$ cat src/rtl/core/hwt_pkg.sv
package hwt_pkg;

  // Default sizes
  localparam int MAX_LOG2_LEN_DEF = 6;
  localparam int SAMPLE_BITS_DEF  = 24;

  // Configuration port
  localparam int CFG_IDX_W  = 2;
  localparam int CFG_DATA_W = 3;

  localparam logic [CFG_IDX_W-1:0] CFG_LENGTH_LOG2    = 2'd0;
  localparam logic [CFG_IDX_W-1:0] CFG_FORWARD_LEVELS = 2'd1;
  localparam logic [CFG_IDX_W-1:0] CFG_INVERSE_MODE   = 2'd2;

  localparam logic [CFG_DATA_W-1:0] LENGTH_LOG2_RST    = 3'd6;
  localparam logic [CFG_DATA_W-1:0] FORWARD_LEVELS_RST = 3'd6;

  // Source of the sample memory write data
  typedef enum logic [1:0] {
    WSEL_SAMPLE,
    WSEL_SUM,
    WSEL_DIFF
  } wsel_e;

  // Controller to datapath command
  typedef struct packed {
    logic  ram_we;
    wsel_e wsel;
    logic  latch_x;
    logic  latch_y;
    logic  load_out;
    logic  out_end;
    logic  inverse;
  } hwt_cmd_t;

endpackage

$ cat src/rtl/core/hwt_ram.sv
module hwt_ram #(
  parameter int WIDTH = 24,
  parameter int DEPTH = 64
) (
  input  logic                     clk_i,
  input  logic                     we_i,
  input  logic [$clog2(DEPTH)-1:0] waddr_i,
  input  logic [WIDTH-1:0]         wdata_i,
  input  logic [$clog2(DEPTH)-1:0] raddr_i,
  output logic [WIDTH-1:0]         rdata_o
);

  logic [WIDTH-1:0] mem_q [DEPTH];
  logic [WIDTH-1:0] rdata_q;

  // One write port, one registered read port
  always_ff @(posedge clk_i) begin
    if (we_i) begin
      mem_q[waddr_i] <= wdata_i;
    end
    rdata_q <= mem_q[raddr_i];
  end

  assign rdata_o = rdata_q;

endmodule

$ cat src/rtl/core/hwt_datapath.sv
module hwt_datapath import hwt_pkg::*; #(
  parameter int MAX_LOG2_LEN = MAX_LOG2_LEN_DEF,
  parameter int SAMPLE_BITS  = SAMPLE_BITS_DEF
) (
  input  logic                          clk_i,
  input  logic                          rst_ni,
  input  hwt_cmd_t                      cmd_i,
  input  logic [MAX_LOG2_LEN-1:0]       addr_i,
  input  logic signed [SAMPLE_BITS-1:0] sample_value_i,
  output logic                          out_free_o,
  output logic                          coeff_valid_o,
  input  logic                          coeff_ready_i,
  output logic signed [SAMPLE_BITS-1:0] coefficient_o,
  output logic [MAX_LOG2_LEN-1:0]       coeff_index_o,
  output logic                          block_end_o
);

  localparam int SB    = SAMPLE_BITS;
  localparam int DEPTH = 1 << MAX_LOG2_LEN;

  logic [SB-1:0]           rdata;
  logic [SB-1:0]           wdata;
  logic [SB-1:0]           x_q, y_q;
  logic [SB:0]             sum_w, dif_w;
  logic                    out_valid_q;
  logic [SB-1:0]           coeff_q;
  logic [MAX_LOG2_LEN-1:0] index_q;
  logic                    end_q;

  // Clip a grown value back into the signed sample range
  function automatic logic [SB-1:0] sat(input logic [SB:0] w);
    logic [SB-1:0] r;
    if (w[SB] != w[SB-1]) begin
      r = w[SB] ? {1'b1, {(SB-1){1'b0}}} : {1'b0, {(SB-1){1'b1}}};
    end else begin
      r = w[SB-1:0];
    end
    return r;
  endfunction

  hwt_ram #(
    .WIDTH (SB),
    .DEPTH (DEPTH)
  ) u_store (
    .clk_i   (clk_i),
    .we_i    (cmd_i.ram_we),
    .waddr_i (addr_i),
    .wdata_i (wdata),
    .raddr_i (addr_i),
    .rdata_o (rdata)
  );

  // Butterfly: sum uses the second operand straight off the read port
  assign sum_w = {x_q[SB-1], x_q} + {rdata[SB-1], rdata};
  assign dif_w = {x_q[SB-1], x_q} - {y_q[SB-1], y_q};

  always_comb begin
    case (cmd_i.wsel)
      WSEL_SAMPLE: wdata = sample_value_i;
      WSEL_SUM:    wdata = cmd_i.inverse ? sat(sum_w) : sum_w[SB:1];
      WSEL_DIFF:   wdata = cmd_i.inverse ? sat(dif_w) : dif_w[SB:1];
      default:     wdata = sample_value_i;
    endcase
  end

  // Operand registers
  always_ff @(posedge clk_i) begin
    if (cmd_i.latch_x) begin
      x_q <= rdata;
    end
    if (cmd_i.latch_y) begin
      y_q <= rdata;
    end
  end

  // Output register
  assign out_free_o = !out_valid_q || coeff_ready_i;

  always_ff @(posedge clk_i or negedge rst_ni) begin
    if (!rst_ni) begin
      out_valid_q <= 1'b0;
    end else if (cmd_i.load_out) begin
      out_valid_q <= 1'b1;
    end else if (coeff_ready_i) begin
      out_valid_q <= 1'b0;
    end
  end

  always_ff @(posedge clk_i) begin
    if (cmd_i.load_out) begin
      coeff_q <= rdata;
      index_q <= addr_i;
      end_q   <= cmd_i.out_end;
    end
  end

  assign coeff_valid_o = out_valid_q;
  assign coefficient_o = coeff_q;
  assign coeff_index_o = index_q;
  assign block_end_o   = end_q;

endmodule

$ cat src/rtl/core/hwt_ctrl.sv
module hwt_ctrl import hwt_pkg::*; #(
  parameter int MAX_LOG2_LEN = MAX_LOG2_LEN_DEF
) (
  input  logic                    clk_i,
  input  logic                    rst_ni,
  input  logic                    cfg_we_i,
  input  logic [CFG_IDX_W-1:0]    cfg_idx_i,
  input  logic [CFG_DATA_W-1:0]   cfg_wdata_i,
  input  logic                    sample_valid_i,
  output logic                    sample_ready_o,
  input  logic                    out_free_i,
  output hwt_cmd_t                cmd_o,
  output logic [MAX_LOG2_LEN-1:0] addr_o
);

  localparam int AW   = MAX_LOG2_LEN;
  localparam int CW   = AW + 1;
  localparam int LG_W = $clog2(MAX_LOG2_LEN + 1);

  typedef enum logic [2:0] {
    ST_LOAD,
    ST_BF_RDP,
    ST_BF_RDQ,
    ST_BF_WRP,
    ST_BF_WRQ,
    ST_EMIT_RD,
    ST_EMIT_WAIT
  } state_e;

  state_e                state_q, state_d;
  logic [CFG_DATA_W-1:0] len_q, len_d;
  logic [CFG_DATA_W-1:0] lvl_q, lvl_d;
  logic                  inv_q, inv_d;
  logic [CW-1:0]         load_cnt_q, load_cnt_d;
  logic [LG_W-1:0]       span_q, span_d;     // log2 of the pair distance
  logic [LG_W-1:0]       sweeps_q, sweeps_d; // sweeps still to run
  logic [AW-1:0]         k_q, k_d;           // pair or emit index

  logic [LG_W-1:0] lg_eff;
  logic [LG_W-1:0] levels;
  logic [LG_W-1:0] shamt;
  logic [AW-1:0]   n_mask;
  logic [AW-1:0]   k_last;
  logic [AW-1:0]   p_addr, q_addr;
  logic [CW-1:0]   n_len;
  logic [CW-1:0]   cnt_inc;
  logic            accept;

  // Effective block size and sweep count
  always_comb begin
    if (len_q == '0) begin
      lg_eff = LG_W'(1);
    end else if (len_q > CFG_DATA_W'(MAX_LOG2_LEN)) begin
      lg_eff = LG_W'(MAX_LOG2_LEN);
    end else begin
      lg_eff = LG_W'(len_q);
    end
    levels = (lvl_q > CFG_DATA_W'(lg_eff)) ? lg_eff : LG_W'(lvl_q);
  end

  // Pair addresses: p = k * 2^(span+1), q = p + 2^span
  assign n_mask  = ~({AW{1'b1}} << lg_eff);
  assign n_len   = CW'(1) << lg_eff;
  assign shamt   = span_q + LG_W'(1);
  assign k_last  = n_mask >> shamt;
  assign p_addr  = k_q << shamt;
  assign q_addr  = p_addr | (AW'(1) << span_q);
  assign cnt_inc = load_cnt_q + CW'(1);
  assign accept  = (state_q == ST_LOAD) && sample_valid_i;

  assign sample_ready_o = (state_q == ST_LOAD);

  // Command decode
  always_comb begin
    cmd_o          = '0;
    cmd_o.wsel     = WSEL_SAMPLE;
    cmd_o.inverse  = inv_q;
    cmd_o.out_end  = (k_q == n_mask);
    addr_o         = k_q;
    unique case (state_q)
      ST_LOAD: begin
        cmd_o.ram_we = sample_valid_i;
        addr_o       = load_cnt_q[AW-1:0];
      end
      ST_BF_RDP: begin
        addr_o = p_addr;
      end
      ST_BF_RDQ: begin
        cmd_o.latch_x = 1'b1;
        addr_o        = q_addr;
      end
      ST_BF_WRP: begin
        cmd_o.latch_y = 1'b1;
        cmd_o.ram_we  = 1'b1;
        cmd_o.wsel    = WSEL_SUM;
        addr_o        = p_addr;
      end
      ST_BF_WRQ: begin
        cmd_o.ram_we = 1'b1;
        cmd_o.wsel   = WSEL_DIFF;
        addr_o       = q_addr;
      end
      ST_EMIT_RD: begin
        addr_o = k_q;
      end
      ST_EMIT_WAIT: begin
        cmd_o.load_out = out_free_i;
        addr_o         = k_q;
      end
      default: begin
        addr_o = k_q;
      end
    endcase
  end

  // Next state
  always_comb begin
    state_d    = state_q;
    len_d      = len_q;
    lvl_d      = lvl_q;
    inv_d      = inv_q;
    load_cnt_d = load_cnt_q;
    span_d     = span_q;
    sweeps_d   = sweeps_q;
    k_d        = k_q;

    // Register writes
    if (cfg_we_i) begin
      unique case (cfg_idx_i)
        CFG_LENGTH_LOG2:    len_d = cfg_wdata_i;
        CFG_FORWARD_LEVELS: lvl_d = cfg_wdata_i;
        CFG_INVERSE_MODE:   inv_d = cfg_wdata_i[0];
        default: ;
      endcase
    end

    unique case (state_q)
      ST_LOAD: begin
        if (accept) begin
          if (cnt_inc >= n_len) begin
            load_cnt_d = '0;
            k_d        = '0;
            if (inv_q) begin
              span_d   = lg_eff - LG_W'(1);
              sweeps_d = lg_eff;
              state_d  = ST_BF_RDP;
            end else begin
              span_d   = '0;
              sweeps_d = levels;
              state_d  = (levels == '0) ? ST_EMIT_RD : ST_BF_RDP;
            end
          end else begin
            load_cnt_d = cnt_inc;
          end
        end
      end
      ST_BF_RDP: state_d = ST_BF_RDQ;
      ST_BF_RDQ: state_d = ST_BF_WRP;
      ST_BF_WRP: state_d = ST_BF_WRQ;
      ST_BF_WRQ: begin
        if (k_q == k_last) begin
          k_d = '0;
          if (sweeps_q == LG_W'(1)) begin
            state_d = ST_EMIT_RD;
          end else begin
            sweeps_d = sweeps_q - LG_W'(1);
            span_d   = inv_q ? span_q - LG_W'(1) : span_q + LG_W'(1);
            state_d  = ST_BF_RDP;
          end
        end else begin
          k_d     = k_q + AW'(1);
          state_d = ST_BF_RDP;
        end
      end
      ST_EMIT_RD: state_d = ST_EMIT_WAIT;
      ST_EMIT_WAIT: begin
        if (out_free_i) begin
          if (k_q == n_mask) begin
            state_d = ST_LOAD;
          end else begin
            k_d     = k_q + AW'(1);
            state_d = ST_EMIT_RD;
          end
        end
      end
      default: state_d = ST_LOAD;
    endcase
  end

  always_ff @(posedge clk_i or negedge rst_ni) begin
    if (!rst_ni) begin
      state_q    <= ST_LOAD;
      len_q      <= LENGTH_LOG2_RST;
      lvl_q      <= FORWARD_LEVELS_RST;
      inv_q      <= 1'b0;
      load_cnt_q <= '0;
      span_q     <= '0;
      sweeps_q   <= '0;
      k_q        <= '0;
    end else begin
      state_q    <= state_d;
      len_q      <= len_d;
      lvl_q      <= lvl_d;
      inv_q      <= inv_d;
      load_cnt_q <= load_cnt_d;
      span_q     <= span_d;
      sweeps_q   <= sweeps_d;
      k_q        <= k_d;
    end
  end

endmodule

$ cat src/rtl/core/haar_wavelet_block_transform.sv
// Haar wavelet block transform, in place, fixed point.
//
// Samples come in on the sample request channel (valid/ready), one per
// request, into a 2^length_log2 entry store. The request that completes the
// block starts the transform: forward_levels halving sweeps, or with
// inverse_mode set all levels of saturating sum/difference. Then every
// coefficient goes out on the coefficient channel in index order, with
// block_end on the last one. Registers are written through the cfg port.
//
// Each butterfly reads both operands, then writes both results, on the
// single read / single write sample memory, so a full 64-entry transform
// over all levels runs 63 butterflies. Each coefficient then passes a
// memory read and the output register. Reset returns to loading with an
// empty block and the default registers; the memory is not cleared. A
// stalled receiver holds the output register and pauses the emit; the next
// block loads as soon as the last coefficient sits in the output register.
module haar_wavelet_block_transform import hwt_pkg::*; #(
  parameter int MAX_LOG2_LEN = MAX_LOG2_LEN_DEF,
  parameter int SAMPLE_BITS  = SAMPLE_BITS_DEF
) (
  input  logic                          clk_i,
  input  logic                          rst_ni,
  input  logic                          cfg_we_i,
  input  logic [CFG_IDX_W-1:0]          cfg_idx_i,
  input  logic [CFG_DATA_W-1:0]         cfg_wdata_i,
  input  logic                          sample_valid_i,
  output logic                          sample_ready_o,
  input  logic signed [SAMPLE_BITS-1:0] sample_value_i,
  output logic                          coeff_valid_o,
  input  logic                          coeff_ready_i,
  output logic signed [SAMPLE_BITS-1:0] coefficient_o,
  output logic [MAX_LOG2_LEN-1:0]       coeff_index_o,
  output logic                          block_end_o
);

  hwt_cmd_t                cmd;
  logic [MAX_LOG2_LEN-1:0] addr;
  logic                    out_free;

  hwt_ctrl #(
    .MAX_LOG2_LEN (MAX_LOG2_LEN)
  ) u_ctrl (
    .clk_i          (clk_i),
    .rst_ni         (rst_ni),
    .cfg_we_i       (cfg_we_i),
    .cfg_idx_i      (cfg_idx_i),
    .cfg_wdata_i    (cfg_wdata_i),
    .sample_valid_i (sample_valid_i),
    .sample_ready_o (sample_ready_o),
    .out_free_i     (out_free),
    .cmd_o          (cmd),
    .addr_o         (addr)
  );

  hwt_datapath #(
    .MAX_LOG2_LEN (MAX_LOG2_LEN),
    .SAMPLE_BITS  (SAMPLE_BITS)
  ) u_datapath (
    .clk_i          (clk_i),
    .rst_ni         (rst_ni),
    .cmd_i          (cmd),
    .addr_i         (addr),
    .sample_value_i (sample_value_i),
    .out_free_o     (out_free),
    .coeff_valid_o  (coeff_valid_o),
    .coeff_ready_i  (coeff_ready_i),
    .coefficient_o  (coefficient_o),
    .coeff_index_o  (coeff_index_o),
    .block_end_o    (block_end_o)
  );

endmodule

$ cat config.mk
export PLATFORM = sky130hd
export DESIGN_NAME = haar_wavelet_block_transform
export DESIGN_NICKNAME = d
export VERILOG_FILES = /design/src/rtl/core/hwt_pkg.sv /design/src/rtl/core/hwt_ram.sv /design/src/rtl/core/hwt_datapath.sv /design/src/rtl/core/hwt_ctrl.sv /design/src/rtl/core/haar_wavelet_block_transform.sv
export SDC_FILE = /design/constraint.sdc
export NUM_CORES = 2
export LEC_CHECK = 0
export BUFFER_PORTS_ARGS = -buffer_cell sky130_fd_sc_hd__buf_2
export CORE_UTILIZATION = 41
export CTS_BUF_LIST = sky130_fd_sc_hd__clkbuf_16
export DETAILED_ROUTE_END_ITERATION = 7
export GPL_ROUTABILITY_DRIVEN = 0
export GPL_TIMING_DRIVEN = 1
export PLACE_DENSITY_LB_ADDON = 0.1
export SYNTH_ARGS = -nofsm -noshare
export SYNTH_HDL_FRONTEND = slang
export SYNTH_SLANG_ARGS = --single-unit
$ cat constraint.sdc
create_clock -name clk_i -period 24.6 [get_ports clk_i]
set_clock_uncertainty 0.15 [all_clocks]
set_input_delay 2.46 -clock clk_i [delete_from_list [all_inputs] [get_ports clk_i]]
set_output_delay 2.46 -clock clk_i [all_outputs]
set_load 0.02 [all_outputs]
==> results.json <==
{
  "cts-resized-gates": 0,
  "grt_setup_unrepaired": "no",
  "synth.distinct_cells": 89,
  "pwr_density_cell_mw_per_mm2": 156,
  "grt_pass1_wl_mm": 335,
  "seq_area_frac_synth_pct": 71.1,
  "max_slew_margin_pct": 9.00,
  "ir_worst_vdd_mv": 0.170,
  "end_kind": "flop",
  "finalNetCount": 5808,
  "r2r_start": "u_ctrl.span_q[0]",
  "synth_fp_nets": 5731,
  "synthXorXnorAreaFrac_pct": 0.651,
  "die_h_um": 415,
  "arrival_ps": 8360,
  "timing.rr.end": "u_datapath.u_store.rdata_o[22]",
  "cts_tree": "done",
  "path_class": "flop to flop",
  "syn_avg_cell_area_um2": 12.5,
  "numPortBuffers": 66,
  "holdBufCountCts": 0,
  "avgRoutedWirePerCell_um": 29.2,
  "synth_edf_count": 1615,
  "synth_cells": 5615,
  "drt-initial-drc-count": 5532,
  "synth.area.top_cells": "edfxtp_1 69%, nand2_1 7.7%, nand3_1 5.4%",
  "dieWidth_um": 415,
  "rrSetupSlack_ps": 16860,
  "synth_top_family_by_area": "simple AND/OR/NAND/NOR gates",
  "synth_most_common_cell": "edfxtp_1",
  "drc_errors": 0,
  "p_leak_uw": 0.0274,
  "slew_violations": 0,
  "cap_violations": 0,
  "grt_antenna_before_repair": 18,
  "grt_max_degree": 155,
  "drive_gt1_share_pct": 10.7,
  "synth-simple-area-share_pct": 16.6,
  "async_flop_share_pct": 1.80,
  "dpl.hpwl_mm": 138,
  "clock_path_buffers": 3,
  "clkTransAtPathRegs_ps": 70,
  "synth-compound-area-share_pct": 6.58,
  "cp_data_required_time_ps": 25230,
  "status": "finished clean",
  "ys_warn_count": 0,
  "routed_via_density": 5.87,
  "hold_end": "u_ctrl.sweeps_q[1]",
  "crit_top_cell": "buf_4",
  "syn_to_final_growth_pct": 12.8,
  "cts_buffers": 178,
  "io_pins": 67,
  "synthesis.area_mm2": 0.0700,
  "hold_depth": 2,
  "crit_buf_inv": 8,
  "clkSinkCount": 1669,
  "fin_cells": 8077,
  "htree_num_levels": 4,
  "setup_viol": 0,
  "fp.dieArea_mm2": 0.172,
  "wl_mm": 236,
  "rows": 151,
  "start_util_pct": 41.3,
  "dp_cells": 7730,
  "synth_top_area_share_pct": 69.3,
  "core_area_mm2": 0.169,
  "cp_top_family": "buffers and inverters",
  "cts_root_buf": "clkbuf_16",
  "r2r_cells": 18,
  "synthAdderAreaFrac_pct": 1.49,
  "hold_viol": 0,
  "holdCritStartpoint": "u_ctrl.sweeps_q[1]",
  "n_fill_cell": 15100,
  "worstPathMaxFanout": 93,
  "crit_slowest_cell": "buf_4",
  "path_cells": "buf_4, inv_1, ha_1, nand2b_1, o221a_2, a21o_4, inv_8, buf_4, buf_4, buf_4, buf_4, buf_4, nand2_1, a21oi_1, o31ai_1, a311o_1, o2111ai_1, a211o_1",
  "ant_nets": 0,
  "cts_setup_buffers": 0,
  "grt_pass1_vias": 44500,
  "vias": 47400,
  "fin_crit_ps": 7740,
  "muxShareOfSynthArea_pct": 0.898,
  "hold_class": "flop to flop",
  "slowest_delay_ps": 760,
  "setup_tns_ps": 0,
  "tightest_slew_ps": 1350,
  "grt-ovfl-total": 0,
  "synth-seq-cells": 1669,
  "start_kind": "flop",
  "ys_top_cells_by_count": "1615 x edfxtp_1, 1437 x nand2_1, 758 x nand3_1",
  "max_freq_mhz": 129,
  "final.period_utilization_pct": 31.5,
  "worstSkewPairLatency_ps": 840,
  "grt_use_total_pct": 27.0,
  "synthFlopType": "edfxtp_1",
  "dr.pass1.iters": 6,
  "yosysTopAreaCell": "edfxtp_1"
}
## power by group
| group | leakage, µW | switching (µW) | internal (µW) |
|---|---|---|---|
| logic | 0.00935 | 4280 | 1370 |
| registers | 0.0152 | 128 | 3950 |
| clock network | 0.00287 | 1150 | 1450 |
| total | 0.0274 | 5550 | 6780 |
## tightest hold or removal path: stages (launching register included)
cell and delay [ps]:
dfrtp_1 340, nand2_1 40, o21ai_0 70
## layout by cell type (no fill, tap or decap), types with 22 or more instances in the layout
cell / n
xor2_1: 22
nor2_2: 69
inv_1: 96
ha_1: 80
clkinv_2: 32
buf_4: 176
dfxtp_1: 24
a21o_1: 32
a31oi_1: 134
nor2_1: 89
diode_2: 26
a21oi_1: 136
edfxtp_1: 1615
and3_1: 96
dfrtp_1: 25
clkinv_1: 48
a311oi_1: 27
o21ai_0: 118
nand2_1: 1437
xnor2_1: 30
a221oi_1: 44
buf_2: 66
mux2i_1: 47
nand4_1: 75
clkbuf_16: 181
nand3_1: 753
nor3_1: 22
## worst max-delay path by stage
stage                            from                              to  cells after the start
floorplan           u_datapath.x_q[6]  u_datapath.u_store.mem_q[0][9]                     14
global placement     u_ctrl.span_q[0]  u_datapath.u_store.rdata_o[22]                     18
detailed placement   u_ctrl.span_q[0]  u_datapath.u_store.rdata_o[22]                     18
CTS                  u_ctrl.span_q[0]  u_datapath.u_store.rdata_o[22]                     18
global route         u_ctrl.span_q[0]  u_datapath.u_store.rdata_o[22]                     18
finish               u_ctrl.span_q[0]  u_datapath.u_store.rdata_o[22]                     18
## flip-flops by register name (all words and copies together), names as in the netlist
signal / flops
u_datapath.u_store.mem_q: 1536
u_datapath.coefficient_o: 24
u_datapath.u_store.rdata_o: 24
u_datapath.x_q: 24
u_datapath.y_q: 24
u_ctrl.load_cnt_q: 7
u_ctrl.k_q: 6
u_datapath.coeff_index_o: 6
u_ctrl.len_q: 3
u_ctrl.lvl_q: 3
u_ctrl.span_q: 3
u_ctrl.state_q: 3
u_ctrl.sweeps_q: 3
u_ctrl.inv_q: 1
u_datapath.block_end_o: 1
u_datapath.coeff_valid_o: 1
## through the flow
stage                     area [µm²]  hold slack [ps]  setup slack (ps)  power, µW  util [%]
final                          78900              338             16860      12300      46.6
after global placement         73300              316             16980       9730      43.2
after detailed placement       73300              327             16880       9740      43.2
after global routing           78900              374             16410      12900      46.6
after floorplan                70000              297             15780       7470         -
after CTS                      78900              339             16850      12300      46.5
## kinds of logic (layout without fill, tap and decap cells)
logic type / after synthesis / count (layout)
DFF: 1669 / 1669
buffers and inverters: 420 / 638
AOI/OAI and AO/OA: 694 / 694
muxes: 58 / 58
other: 0 / 26
adders and majority gates: 82 / 82
xor gates and xnor gates: 52 / 52
and+or+nand+nor: 2640 / 2640
## layer usage
layer / vias up / global-route usage (%) / wire length [µm]
li1: 20900 / - / -
met1: 24300 / 38.6 / 102000
met2: 1955 / 42.9 / 111000
met3: 289 / 3.86 / 16700
met4: 2 / 7.78 / 6190
met5: - / 0 / 7
## cell type report
type	count	area [µm²]	area share (%)
Clock buffer	181	4530	5.74
Clock inverter	140	1070	1.35
Tap cell	2218	2780	3.52
Inverter	71	283	0.358
Sequential cell	1669	49700	63.0
Timing Repair Buffer	246	1730	2.19
Antenna cell	26	65.1	0.0824
Multi-Input combinational cell	3526	18700	23.8
Power figures use the tool's default switching activity.
